--- src/rtl/rrpt_pkg.sv ---
`timescale 1ns / 1ps
`default_nettype none
// ----------------------------------------------------------------------------
// rrpt_pkg
// Types and constants shared by the respiration rate peak tracker modules.
// ----------------------------------------------------------------------------
package rrpt_pkg;

   localparam int RAW_W      = 24;
   localparam int TIME_W     = 32;
   localparam int FILT_W     = 40;
   localparam int RATE_W     = 24;
   localparam int DIFF_W     = 25;
   localparam int ALPHA_W    = 16;
   localparam int CSR_IDX_W  = 3;
   localparam int CSR_DATA_W = 24;
   localparam int REQ_DATA_W = 56;
   localparam int RSP_DATA_W = 120;
   localparam int QUEUE_DEPTH_DEF = 2;

   localparam logic [RATE_W-1:0] RATE_SCALE = 24'd15360000;

   // register indexes
   localparam logic [CSR_IDX_W-1:0] CSR_ALPHA     = 3'd0;
   localparam logic [CSR_IDX_W-1:0] CSR_THRESHOLD = 3'd1;
   localparam logic [CSR_IDX_W-1:0] CSR_MIN_IVAL  = 3'd2;
   localparam logic [CSR_IDX_W-1:0] CSR_EPSILON   = 3'd3;
   localparam logic [CSR_IDX_W-1:0] CSR_BASE_RATE = 3'd4;
   localparam logic [CSR_IDX_W-1:0] CSR_BASE_VLD  = 3'd5;

   // rate event codes
   localparam logic [1:0] EVT_NONE  = 2'd0;
   localparam logic [1:0] EVT_FIRST = 2'd1;
   localparam logic [1:0] EVT_CMP   = 2'd2;

   // trend codes
   localparam logic [1:0] TREND_SAME     = 2'd0;
   localparam logic [1:0] TREND_WORSE    = 2'd1;
   localparam logic [1:0] TREND_IMPROVED = 2'd2;

   typedef struct packed {
      logic signed [RAW_W-1:0] raw_sample;
      logic [TIME_W-1:0]       time_ms;
   } item_type;

   typedef struct packed {
      logic [ALPHA_W-1:0]      alpha;
      logic signed [RAW_W-1:0] peak_threshold;
      logic [15:0]             min_peak_interval_ms;
      logic [15:0]             trend_epsilon;
      logic [RATE_W-1:0]       baseline_rate;
      logic                    baseline_valid;
      logic                    load_rate;
      logic                    load_valid;
   } cfg_type;

endpackage
`default_nettype wire

--- src/rtl/respiration_rate_peak_tracker_top.sv ---
`timescale 1ns / 1ps
`default_nettype none
// ----------------------------------------------------------------------------
// respiration_rate_peak_tracker_top
// Filters pressure samples, detects breathing peaks and reports the rate.
// ----------------------------------------------------------------------------
// Each item gives one result. An item passes S_MUL_LO, S_MUL_HI, S_ADD,
// S_UPD and S_PEAK before its result; the very first item skips the filter
// multiply. An item that closes a peak interval also goes through the
// one-bit-a-cycle restoring divider and S_CMP; a zero interval leaves the
// divider early.
// The filter product is split into two partial products that S_ADD sums.
// A small input queue keeps accepting items while it has room, also while
// the back end works or a result waits to be taken.
module respiration_rate_peak_tracker_top #(
   parameter int QUEUE_DEPTH = rrpt_pkg::QUEUE_DEPTH_DEF
) (
   input  wire logic                              clock,
   input  wire logic                              reset,
   // raw_sample[23:0], time_ms[55:24]
   input  wire logic                              req_tvalid,
   output logic                                   req_tready,
   input  wire logic [rrpt_pkg::REQ_DATA_W-1:0]   req_tdata,
   // filtered[39:0], peak_found[40], rate_event[42:41], new_rate[66:43],
   // old_rate[90:67], rate_difference[115:91], trend[117:116], zero[119:118]
   output logic                                   rsp_tvalid,
   input  wire logic                              rsp_tready,
   output logic [rrpt_pkg::RSP_DATA_W-1:0]        rsp_tdata,
   input  wire logic                              csr_we,
   input  wire logic [rrpt_pkg::CSR_IDX_W-1:0]    csr_index,
   input  wire logic [rrpt_pkg::CSR_DATA_W-1:0]   csr_wdata
);
   import rrpt_pkg::*;

   cfg_type  cfg;
   item_type q_item;
   logic     q_valid, q_pop;

   rrpt_csr u_csr (
      .clock(clock), .reset(reset), .csr_we(csr_we), .csr_index(csr_index),
      .csr_wdata(csr_wdata), .cfg(cfg)
   );

   rrpt_front #(.QUEUE_DEPTH(QUEUE_DEPTH)) u_front (
      .clock(clock), .reset(reset), .req_tvalid(req_tvalid),
      .req_tready(req_tready), .req_tdata(req_tdata), .q_valid(q_valid),
      .q_item(q_item), .q_pop(q_pop)
   );

   rrpt_back u_back (
      .clock(clock), .reset(reset), .cfg(cfg), .q_valid(q_valid),
      .q_item(q_item), .q_pop(q_pop), .rsp_tvalid(rsp_tvalid),
      .rsp_tready(rsp_tready), .rsp_tdata(rsp_tdata)
   );

endmodule
`default_nettype wire

--- src/rtl/rrpt_csr.sv ---
`timescale 1ns / 1ps
`default_nettype none
// ----------------------------------------------------------------------------
// rrpt_csr
// Configuration registers with write strobes for the baseline loads.
// ----------------------------------------------------------------------------
module rrpt_csr (
   input  wire logic                              clock,
   input  wire logic                              reset,
   input  wire logic                              csr_we,
   input  wire logic [rrpt_pkg::CSR_IDX_W-1:0]    csr_index,
   input  wire logic [rrpt_pkg::CSR_DATA_W-1:0]   csr_wdata,
   output rrpt_pkg::cfg_type                      cfg
);
   import rrpt_pkg::*;

   cfg_type cfg_ff, cfg_in;

   // register write decode
   always_comb begin
      cfg_in            = cfg_ff;
      cfg_in.load_rate  = 1'b0;
      cfg_in.load_valid = 1'b0;
      if (csr_we) begin
         case (csr_index)
            CSR_ALPHA:     cfg_in.alpha = csr_wdata[ALPHA_W-1:0];
            CSR_THRESHOLD: cfg_in.peak_threshold = csr_wdata[RAW_W-1:0];
            CSR_MIN_IVAL:  cfg_in.min_peak_interval_ms = csr_wdata[15:0];
            CSR_EPSILON:   cfg_in.trend_epsilon = csr_wdata[15:0];
            CSR_BASE_RATE: begin
               cfg_in.baseline_rate = csr_wdata[RATE_W-1:0];
               cfg_in.load_rate     = 1'b1;
            end
            CSR_BASE_VLD: begin
               cfg_in.baseline_valid = csr_wdata[0];
               cfg_in.load_valid     = 1'b1;
            end
            default: ;
         endcase
      end
   end

   always_ff @(posedge clock) begin
      if (reset) begin
         cfg_ff.alpha                <= 16'd5243;
         cfg_ff.peak_threshold       <= 24'sd5000;
         cfg_ff.min_peak_interval_ms <= 16'd1500;
         cfg_ff.trend_epsilon        <= 16'd13;
         cfg_ff.baseline_rate        <= '0;
         cfg_ff.baseline_valid       <= 1'b0;
         cfg_ff.load_rate            <= 1'b0;
         cfg_ff.load_valid           <= 1'b0;
      end else begin
         cfg_ff <= cfg_in;
      end
   end

   assign cfg = cfg_ff;

endmodule
`default_nettype wire

--- src/rtl/rrpt_front.sv ---
`timescale 1ns / 1ps
`default_nettype none
// ----------------------------------------------------------------------------
// rrpt_front
// Input side: accepts items and queues them for the processing back end.
// ----------------------------------------------------------------------------
module rrpt_front #(
   parameter int QUEUE_DEPTH = rrpt_pkg::QUEUE_DEPTH_DEF
) (
   input  wire logic                              clock,
   input  wire logic                              reset,
   input  wire logic                              req_tvalid,
   output logic                                   req_tready,
   input  wire logic [rrpt_pkg::REQ_DATA_W-1:0]   req_tdata,
   output logic                                   q_valid,
   output rrpt_pkg::item_type                     q_item,
   input  wire logic                              q_pop
);
   import rrpt_pkg::*;

   localparam int PTR_W = (QUEUE_DEPTH > 1) ? $clog2(QUEUE_DEPTH) : 1;
   localparam int CNT_W = $clog2(QUEUE_DEPTH + 1);
   localparam logic [PTR_W-1:0] LAST_PTR = PTR_W'(QUEUE_DEPTH - 1);
   localparam logic [CNT_W-1:0] FULL_CNT = CNT_W'(QUEUE_DEPTH);

   item_type mem_ff [QUEUE_DEPTH];
   logic [PTR_W-1:0] wr_ptr_ff, wr_ptr_in, rd_ptr_ff, rd_ptr_in;
   logic [CNT_W-1:0] count_ff, count_in;
   logic push, pop;

   assign req_tready = (count_ff != FULL_CNT);
   assign push       = req_tvalid && req_tready;
   assign q_valid    = (count_ff != '0);
   assign pop        = q_pop && q_valid;
   assign q_item     = mem_ff[rd_ptr_ff];

   // pointer and fill tracking
   always_comb begin
      wr_ptr_in = wr_ptr_ff;
      rd_ptr_in = rd_ptr_ff;
      count_in  = count_ff;
      if (push) wr_ptr_in = (wr_ptr_ff == LAST_PTR) ? '0 : wr_ptr_ff + 1'b1;
      if (pop)  rd_ptr_in = (rd_ptr_ff == LAST_PTR) ? '0 : rd_ptr_ff + 1'b1;
      if (push && !pop) count_in = count_ff + 1'b1;
      else if (pop && !push) count_in = count_ff - 1'b1;
   end

   always_ff @(posedge clock) begin
      if (reset) begin
         wr_ptr_ff <= '0;
         rd_ptr_ff <= '0;
         count_ff  <= '0;
      end else begin
         wr_ptr_ff <= wr_ptr_in;
         rd_ptr_ff <= rd_ptr_in;
         count_ff  <= count_in;
      end
   end

   // queue storage
   always_ff @(posedge clock) begin
      if (push) begin
         mem_ff[wr_ptr_ff].raw_sample <= req_tdata[RAW_W-1:0];
         mem_ff[wr_ptr_ff].time_ms    <= req_tdata[RAW_W+TIME_W-1:RAW_W];
      end
   end

   a_count_bound: assert property (@(posedge clock) disable iff (reset)
      count_ff <= FULL_CNT) else $error("queue overfilled");
   a_pop_nonempty: assert property (@(posedge clock) disable iff (reset)
      (count_ff == '0) |=> (count_ff <= CNT_W'(1))) else $error("queue jumped");
   a_full_stall: assert property (@(posedge clock) disable iff (reset)
      (count_ff == FULL_CNT) |-> !push) else $error("push into full queue");

endmodule
`default_nettype wire

--- src/rtl/rrpt_back.sv ---
`timescale 1ns / 1ps
`default_nettype none
// ----------------------------------------------------------------------------
// rrpt_back
// Processing back end: filter update, peak detection, serial rate divide,
// rate comparison and the result register.
// ----------------------------------------------------------------------------
module rrpt_back (
   input  wire logic                              clock,
   input  wire logic                              reset,
   input  rrpt_pkg::cfg_type                      cfg,
   input  wire logic                              q_valid,
   input  rrpt_pkg::item_type                     q_item,
   output logic                                   q_pop,
   output logic                                   rsp_tvalid,
   input  wire logic                              rsp_tready,
   output logic [rrpt_pkg::RSP_DATA_W-1:0]        rsp_tdata
);
   import rrpt_pkg::*;

   typedef enum logic [8:0] {
      S_IDLE   = 9'b000000001,
      S_MUL_LO = 9'b000000010,
      S_MUL_HI = 9'b000000100,
      S_ADD    = 9'b000001000,
      S_UPD    = 9'b000010000,
      S_PEAK   = 9'b000100000,
      S_DIV    = 9'b001000000,
      S_CMP    = 9'b010000000,
      S_OUT    = 9'b100000000
   } state_type;

   state_type state_ff, state_in;

   // held item and work registers
   logic signed [RAW_W-1:0]   raw_ff;
   logic [TIME_W-1:0]         time_ff;
   logic signed [FILT_W:0]    dif_ff;
   logic [39:0]               prod_lo_ff;
   logic signed [33:0]        prod_hi_ff;
   logic signed [40:0]        inc_ff;
   logic [TIME_W-1:0]         ival_ff;
   logic [TIME_W-1:0]         num_ff;
   logic [TIME_W:0]           rem_ff;
   logic [4:0]                step_ff;

   // tracker state
   logic signed [FILT_W-1:0]  filt_ff;
   logic signed [FILT_W-1:0]  prev_ff;
   logic                      first_ff, rising_ff, seen_ff, prior_vld_ff;
   logic [TIME_W-1:0]         last_peak_ff;
   logic [RATE_W-1:0]         prior_ff, latest_ff;

   // result fields
   logic                      found_ff;
   logic [1:0]                event_ff, trend_ff;
   logic [RATE_W-1:0]         old_ff;
   logic signed [DIFF_W-1:0]  diff_ff;

   logic signed [FILT_W-1:0]  raw_q;
   logic signed [56:0]        prod_sum;
   logic signed [56:0]        prod_rnd;
   logic [TIME_W:0]           rem_sh;
   logic [TIME_W:0]           rem_sub;
   logic signed [FILT_W-1:0]  thr_q;
   logic [TIME_W-1:0]         ival;
   logic [RATE_W-1:0]         rate;
   logic signed [DIFF_W-1:0]  diff;
   logic signed [DIFF_W-1:0]  eps;

   assign raw_q    = {raw_ff, 16'd0};
   assign thr_q    = {cfg.peak_threshold, 16'd0};
   assign ival     = time_ff - last_peak_ff;
   assign prod_sum = ({{23{prod_hi_ff[33]}}, prod_hi_ff} <<< 24)
                     + $signed({17'd0, prod_lo_ff});
   assign prod_rnd = prod_sum + 57'sd32768;
   assign rem_sh   = {rem_ff[TIME_W-1:0], num_ff[TIME_W-1]};
   assign rem_sub  = rem_sh - {1'b0, ival_ff};
   assign rate     = (num_ff > {8'd0, RATE_SCALE}) ? RATE_SCALE : num_ff[RATE_W-1:0];
   assign diff     = $signed({1'b0, rate}) - $signed({1'b0, prior_ff});
   assign eps      = $signed({9'd0, cfg.trend_epsilon});

   assign q_pop      = (state_ff == S_IDLE) && q_valid;
   assign rsp_tvalid = (state_ff == S_OUT);
   assign rsp_tdata  = {2'b00, trend_ff, diff_ff, old_ff, latest_ff, event_ff,
                        found_ff, filt_ff};

   // sequencer
   always_comb begin
      state_in = state_ff;
      case (state_ff)
         S_IDLE:   if (q_valid) state_in = S_MUL_LO;
         S_MUL_LO: state_in = first_ff ? S_UPD : S_MUL_HI;
         S_MUL_HI: state_in = S_ADD;
         S_ADD:    state_in = S_UPD;
         S_UPD:    state_in = S_PEAK;
         S_PEAK: begin
            state_in = S_OUT;
            if ((filt_ff < prev_ff) && rising_ff && (prev_ff > thr_q) && seen_ff &&
                (ival >= {16'd0, cfg.min_peak_interval_ms}))
               state_in = S_DIV;
         end
         S_DIV:    if (step_ff == 5'd31 || ival_ff == '0) state_in = S_CMP;
         S_CMP:    state_in = S_OUT;
         S_OUT:    if (rsp_tready) state_in = S_IDLE;
         default:  state_in = S_IDLE;
      endcase
   end

   always_ff @(posedge clock) begin
      if (reset) state_ff <= S_IDLE;
      else       state_ff <= state_in;
   end

   // datapath
   always_ff @(posedge clock) begin
      case (state_ff)
         S_IDLE: begin
            if (q_valid) begin
               raw_ff  <= q_item.raw_sample;
               time_ff <= q_item.time_ms;
            end
         end
         S_MUL_LO: begin
            dif_ff <= {raw_q[FILT_W-1], raw_q} - {filt_ff[FILT_W-1], filt_ff};
         end
         S_MUL_HI: begin
            prod_lo_ff <= cfg.alpha * dif_ff[23:0];
            prod_hi_ff <= $signed({1'b0, cfg.alpha}) * $signed(dif_ff[40:24]);
         end
         S_ADD: inc_ff <= prod_rnd[56:16];
         default: ;
      endcase
   end

   // tracker state and result fields
   always_ff @(posedge clock) begin
      if (reset) begin
         filt_ff      <= '0;
         prev_ff      <= '0;
         first_ff     <= 1'b1;
         rising_ff    <= 1'b0;
         seen_ff      <= 1'b0;
         last_peak_ff <= '0;
         prior_ff     <= '0;
         prior_vld_ff <= 1'b0;
         latest_ff    <= '0;
         found_ff     <= 1'b0;
         event_ff     <= EVT_NONE;
         trend_ff     <= TREND_SAME;
         old_ff       <= '0;
         diff_ff      <= '0;
         step_ff      <= '0;
      end else begin
         if (cfg.load_rate)  prior_ff     <= cfg.baseline_rate;
         if (cfg.load_valid) prior_vld_ff <= cfg.baseline_valid;
         case (state_ff)
            S_UPD: begin
               found_ff <= 1'b0;
               event_ff <= EVT_NONE;
               trend_ff <= TREND_SAME;
               old_ff   <= '0;
               diff_ff  <= '0;
               if (first_ff) begin
                  filt_ff  <= raw_q;
                  first_ff <= 1'b0;
               end else begin
                  filt_ff <= filt_ff + inc_ff[FILT_W-1:0];
               end
            end
            S_PEAK: begin
               prev_ff <= filt_ff;
               ival_ff <= ival;
               num_ff  <= {8'd0, RATE_SCALE} + {1'b0, ival[TIME_W-1:1]};
               rem_ff  <= '0;
               step_ff <= '0;
               if (filt_ff > prev_ff) begin
                  rising_ff <= 1'b1;
               end else if (rising_ff && filt_ff < prev_ff) begin
                  rising_ff <= 1'b0;
                  if (prev_ff > thr_q &&
                      (!seen_ff || ival >= {16'd0, cfg.min_peak_interval_ms})) begin
                     found_ff     <= 1'b1;
                     last_peak_ff <= time_ff;
                     seen_ff      <= 1'b1;
                  end
               end
            end
            S_DIV: begin
               // restoring divide, one quotient bit a cycle
               step_ff <= step_ff + 1'b1;
               if (ival_ff == '0) begin
                  num_ff <= {8'd0, RATE_SCALE};
               end else if (!rem_sub[TIME_W]) begin
                  rem_ff <= rem_sub;
                  num_ff <= {num_ff[TIME_W-2:0], 1'b1};
               end else begin
                  rem_ff <= rem_sh;
                  num_ff <= {num_ff[TIME_W-2:0], 1'b0};
               end
            end
            S_CMP: begin
               latest_ff <= rate;
               prior_ff  <= rate;
               if (!prior_vld_ff) begin
                  prior_vld_ff <= 1'b1;
                  event_ff     <= EVT_FIRST;
                  old_ff       <= rate;
               end else begin
                  event_ff <= EVT_CMP;
                  old_ff   <= prior_ff;
                  diff_ff  <= diff;
                  if (diff > eps)       trend_ff <= TREND_WORSE;
                  else if (diff < -eps) trend_ff <= TREND_IMPROVED;
               end
            end
            default: ;
         endcase
      end
   end

   a_event_has_peak: assert property (@(posedge clock) disable iff (reset)
      (rsp_tvalid && event_ff != EVT_NONE) |-> found_ff)
      else $error("rate event without peak");
   a_first_event: assert property (@(posedge clock) disable iff (reset)
      (rsp_tvalid && event_ff == EVT_FIRST) |-> (diff_ff == '0 && old_ff == latest_ff))
      else $error("first rate fields wrong");
   a_rate_bound: assert property (@(posedge clock) disable iff (reset)
      (state_ff == S_CMP) |=> (latest_ff <= RATE_SCALE))
      else $error("rate above scale");
   a_out_hold: assert property (@(posedge clock) disable iff (reset)
      (rsp_tvalid && !rsp_tready) |=> (rsp_tvalid && $stable(filt_ff)))
      else $error("result changed while waiting");

endmodule
`default_nettype wire
--- config.mk ---
export PLATFORM = sky130hd
export DESIGN_NAME = respiration_rate_peak_tracker_top
export DESIGN_NICKNAME = d
export VERILOG_FILES = /design/src/rtl/rrpt_pkg.sv /design/src/rtl/respiration_rate_peak_tracker_top.sv /design/src/rtl/rrpt_csr.sv /design/src/rtl/rrpt_front.sv /design/src/rtl/rrpt_back.sv
export SDC_FILE = /design/constraint.sdc
export NUM_CORES = 2
export LEC_CHECK = 0
export BUFFER_PORTS_ARGS = -buffer_cell sky130_fd_sc_hd__buf_2
export CORE_MARGIN = 10
export CORE_UTILIZATION = 30
export DETAILED_ROUTE_END_ITERATION = 8
export PLACE_DENSITY_LB_ADDON = 0.3
export SYNTH_ARGS = -nofsm -noshare
export SYNTH_HDL_FRONTEND = slang
export SYNTH_SLANG_ARGS = --single-unit
--- constraint.sdc ---
create_clock -name clock -period 15.95 [get_ports clock]
set_input_delay 3.19 -clock clock [delete_from_list [all_inputs] [get_ports clock]]
set_output_delay 3.19 -clock clock [all_outputs]
set_load 0.005 [all_outputs]
==> flow_metrics.py <==
metrics = {
    "status": {
        "outcome": "finished clean",
    },
    "global_routing": {
        "grt_pass1_wl_um": 289000,
        "grt_remaining_overflow": 0,
        "track_usage": 0.170,
        "antenna_found_initial": 22,
        "grt_pass1_vias": 46641,
        "grt_max_degree": 190,
    },
    "floorplan": {
        "row_count": 164,
        "ios": 210,
        "dieArea_um2": 220000,
        "initial_core_util": 0.302,
        "core_um2": 200000,
        "fp.dieW_um": 469,
        "die_y_um": 469,
    },
    "sta": {
        "setup_viol": 0,
        "fin_worst_skew_ns": 0.0592,
        "setup_tns_ns": 0,
        "period_needed_ns": 8.54,
        "fmax_mhz": 117,
        "tightestPinTransition_ns": 1.29,
        "rsz0062_at_grt": "false",
        "fin_crit_sh": 0.536,
        "hold_violations": 0,
        "report.final.slew_viol_count": 0,
        "slew_headroom": 0.139,
    },
    "synth": {
        "syn_avg_cell_area_um2": 9.34,
        "synth_top_area_frac": 0.200,
        "synth_cell_types": 97,
        "yosys_warnings": 0,
        "yosysSeqAreaShare": 0.311,
        "synth_edf_count": 402,
        "ys_async_sr_fraction": 0,
        "ys_seq_elements": 737,
        "synth_top_cell_by_area": "edfxtp_1",
        "netlist_instances": 6472,
        "synth_top_flop_cell": "edfxtp_1",
        "netlist_area_um2": 60400,
        "synth_area_leaders": "edfxtp_1 20%, fa_1 17%, dfxtp_1 11%",
    },
    "placement": {
        "numPortBuffers": 207,
        "placed_area_um2": 64300,
        "gp_congestion": 0.911,
        "hpwl_um": 144000,
    },
    "routing": {
        "vias": 46108,
        "routedWlPerCell_um": 20.3,
        "wl_met1_um": 82800,
        "ant_nets": 0,
        "drt_pass1_iterations": 8,
        "dr_wl_met3_um": 9080,
        "drt-total-wl_um": 189000,
        "wl_met2_um": 87000,
        "drc_errors": 0,
        "dr.first_iter.drc_count": 3157,
        "vias_per_cell": 4.96,
        "top_layer_used": "met5",
    },
    "cts": {
        "cts_tree": "done",
        "ctsHoldBuffers": 0,
        "cts_root_buf": "clkbuf_16",
        "cts_buffers": 88,
        "cts_buffer_depth": 3,
        "clk_latency_ns": 0.74,
        "cts-resized-gates": 0,
        "clkSinkCount": 737,
        "post_cts.repair.setup_buffers": 0,
        "htree_levels": 3,
        "path_clk_slew_ns": 0.06,
    },
    "power_and_ir_drop": {
        "vdd_drop_max_mv": 0.234,
        "leakage_nw": 28.9,
        "power-per-cell-area_nw_per_um2": 186,
    },
    "cells_and_area": {
        "seq_area_um2": 18800,
        "multi_input_area_um2": 37400,
        "syn_to_final_growth_pct": 11.5,
        "fin_area_um2": 67400,
        "nets": 7683,
        "drive_gt1_frac": 0.0825,
        "final.fill_count": 20533,
    },
    "setup_path": {
        "cp-end-kind": "flip-flop",
        "worstSetupStartpoint": "u_csr.cfg[97]",
        "arrival_ns": 9.00,
        "critPathRequiredTime_ns": 16.40,
        "critPathKind": "flip-flop to flip-flop",
        "reg2reg_to": "u_back.prod_lo_ff[35]",
        "reg2reg_from": "u_csr.cfg[97]",
        "crit_fanout": 25,
        "worst_setup_path_start_kind": "flip-flop",
        "timing.reg2reg.setup_slack_ns": 7.41,
        "r2r_cells": 21,
    },
    "worst_hold_path": {
        "min_to": "u_back.diff_ff[20]",
        "hold_path_class": "flip-flop to flip-flop",
        "min-delay-start": "u_back.diff_ff[20]",
        "hold_path_depth": 2,
    },
    "flow_run": {
        "maxCapViolCount": 0,
    },
}
## registers in the layout, summed over array words and instances, names as in the netlist, 32 cells and up
signal               flops
u_back.ival_ff          32
u_back.rem_ff           32
u_back.time_ff          32
u_back.prev_ff          40
u_csr.cfg               99
u_front.mem_ff         112
u_back.inc_ff           40
u_back.filt_ff          40
u_back.last_peak_ff     32
u_back.dif_ff           41
u_back.prod_hi_ff       32
u_back.num_ff           32
## worst max-delay path by stage
stage,to,slack [ns],cells after the start
global placement,u_back.prod_lo_ff[35],7.45,21
finish,u_back.prod_lo_ff[35],7.41,21
detailed placement,u_back.prod_lo_ff[35],7.43,21
global route,u_back.prod_lo_ff[35],6.74,21
CTS,u_back.prod_lo_ff[35],7.39,21
floorplan,u_back.prod_lo_ff[35],9.02,24
## critical path: stages (launching register included)
cell and delay, ns:
dfxtp_1 1.17, nand2_1 0.18, fa_1 0.57, inv_1 0.06, fa_1 0.50, fa_1 0.52
fa_1 0.55, inv_1 0.06, fa_1 0.53, inv_1 0.06, fa_1 0.47, ha_1 0.35
and3_1 0.21, nor4b_1 0.35, a221oi_1 0.16, a21oi_1 0.41, a41oi_1 0.34, o21ai_0 0.68
a21oi_1 0.24, o311ai_0 0.55, a21oi_1 0.16, xnor2_1 0.15
## synth_stat cells (8+ instances only)
cell	instances
fa_1	518
clkbuf_1	257
o211a_1	16
xnor2_1	165
mux2i_1	78
nand2b_1	59
o31ai_1	17
nand2_1	987
nand3_1	109
a211o_1	9
or3_1	32
xor2_1	82
nor4_1	36
nor3b_1	13
dfxtp_1	335
nor2_1	306
o211ai_1	43
a22oi_1	15
a41oi_1	11
o21a_1	40
nand4_1	50
edfxtp_1	402
inv_1	849
and2_1	257
mux2_2	57
a21oi_1	392
o31a_1	11
a211oi_1	72
nor3_1	77
nor2b_1	36
or4_1	8
a2111oi_0	10
a22o_1	35
nand3b_1	11
ha_1	519
o21bai_1	20
and3_1	43
a21o_1	121
o21ai_0	168
or2_2	10
buf_6	9
a221oi_1	10
a31oi_1	33
## kinds of logic after synthesis
| group | count (synthesis) | synth area share |
|---|---|---|
| buf+inv | 1134 | 0.0720 |
| fa+ha+maj | 1037 | 0.279 |
| xor+xnor | 248 | 0.0361 |
| mux | 135 | 0.0235 |
| simple gates | 2063 | 0.158 |
| compound gates | 1117 | 0.120 |
| other cells | 1 | 0.0000621 |
| flops | 737 | 0.311 |
## power breakdown
part           internal [mW]  switching, mW
Clock                   1.25          0.894
Combinational           3.12           4.50
Sequential              2.59          0.158
Total                   6.96           5.56
## stage by stage
| stage | power [mW] | instances | hold slack [ns] | setup slack [ns] | utilization |
|---|---|---|---|---|---|
| after global placement | 10.3 | 9124 | 0.434 | 7.45 | 0.321 |
| final | 12.5 | 9297 | 0.447 | 7.41 | 0.337 |
| after global routing | 13.7 | 9296 | 0.468 | 6.74 | 0.337 |
| after detailed placement | 10.4 | 9124 | 0.441 | 7.43 | 0.321 |
| after CTS | 12.6 | 9290 | 0.455 | 7.39 | 0.337 |
| after floorplan | 8.27 | 6473 | 0.433 | 9.02 | - |
## cell usage in the layout, fill, tap and decap left out, types with 43 or more instances in the layout
cell type,instances
nand2b_1,59
mux2_2,57
a21o_1,121
xnor2_1,164
a211oi_1,71
o211ai_1,43
a21oi_1,392
inv_1,848
fa_1,518
nand2_1,987
xor2_1,82
edfxtp_1,402
and2_1,257
dfxtp_1,333
nand4_1,50
mux2i_1,78
buf_2,206
clkbuf_16,90
nor2_1,303
buf_4,70
nor3_1,75
ha_1,519
o21ai_0,168
nand3_1,108
## metal layers
layer,track usage,vias to the layer above
met5,0,-
met4,0.0838,18
met3,0.0228,322
met2,0.279,1205
met1,0.221,22699
li1,-,21864
## cell type report
cell class              instances  area share
clock inverters                45     0.00847
flip-flops and latches        737       0.279
diodes                          7    0.000260
clock buffers                 121      0.0369
repair buffers                278      0.0236
multi-input cells            4602       0.555
well taps                    2656      0.0493
inverters                     851      0.0474
(Power assumes the default switching activity.)
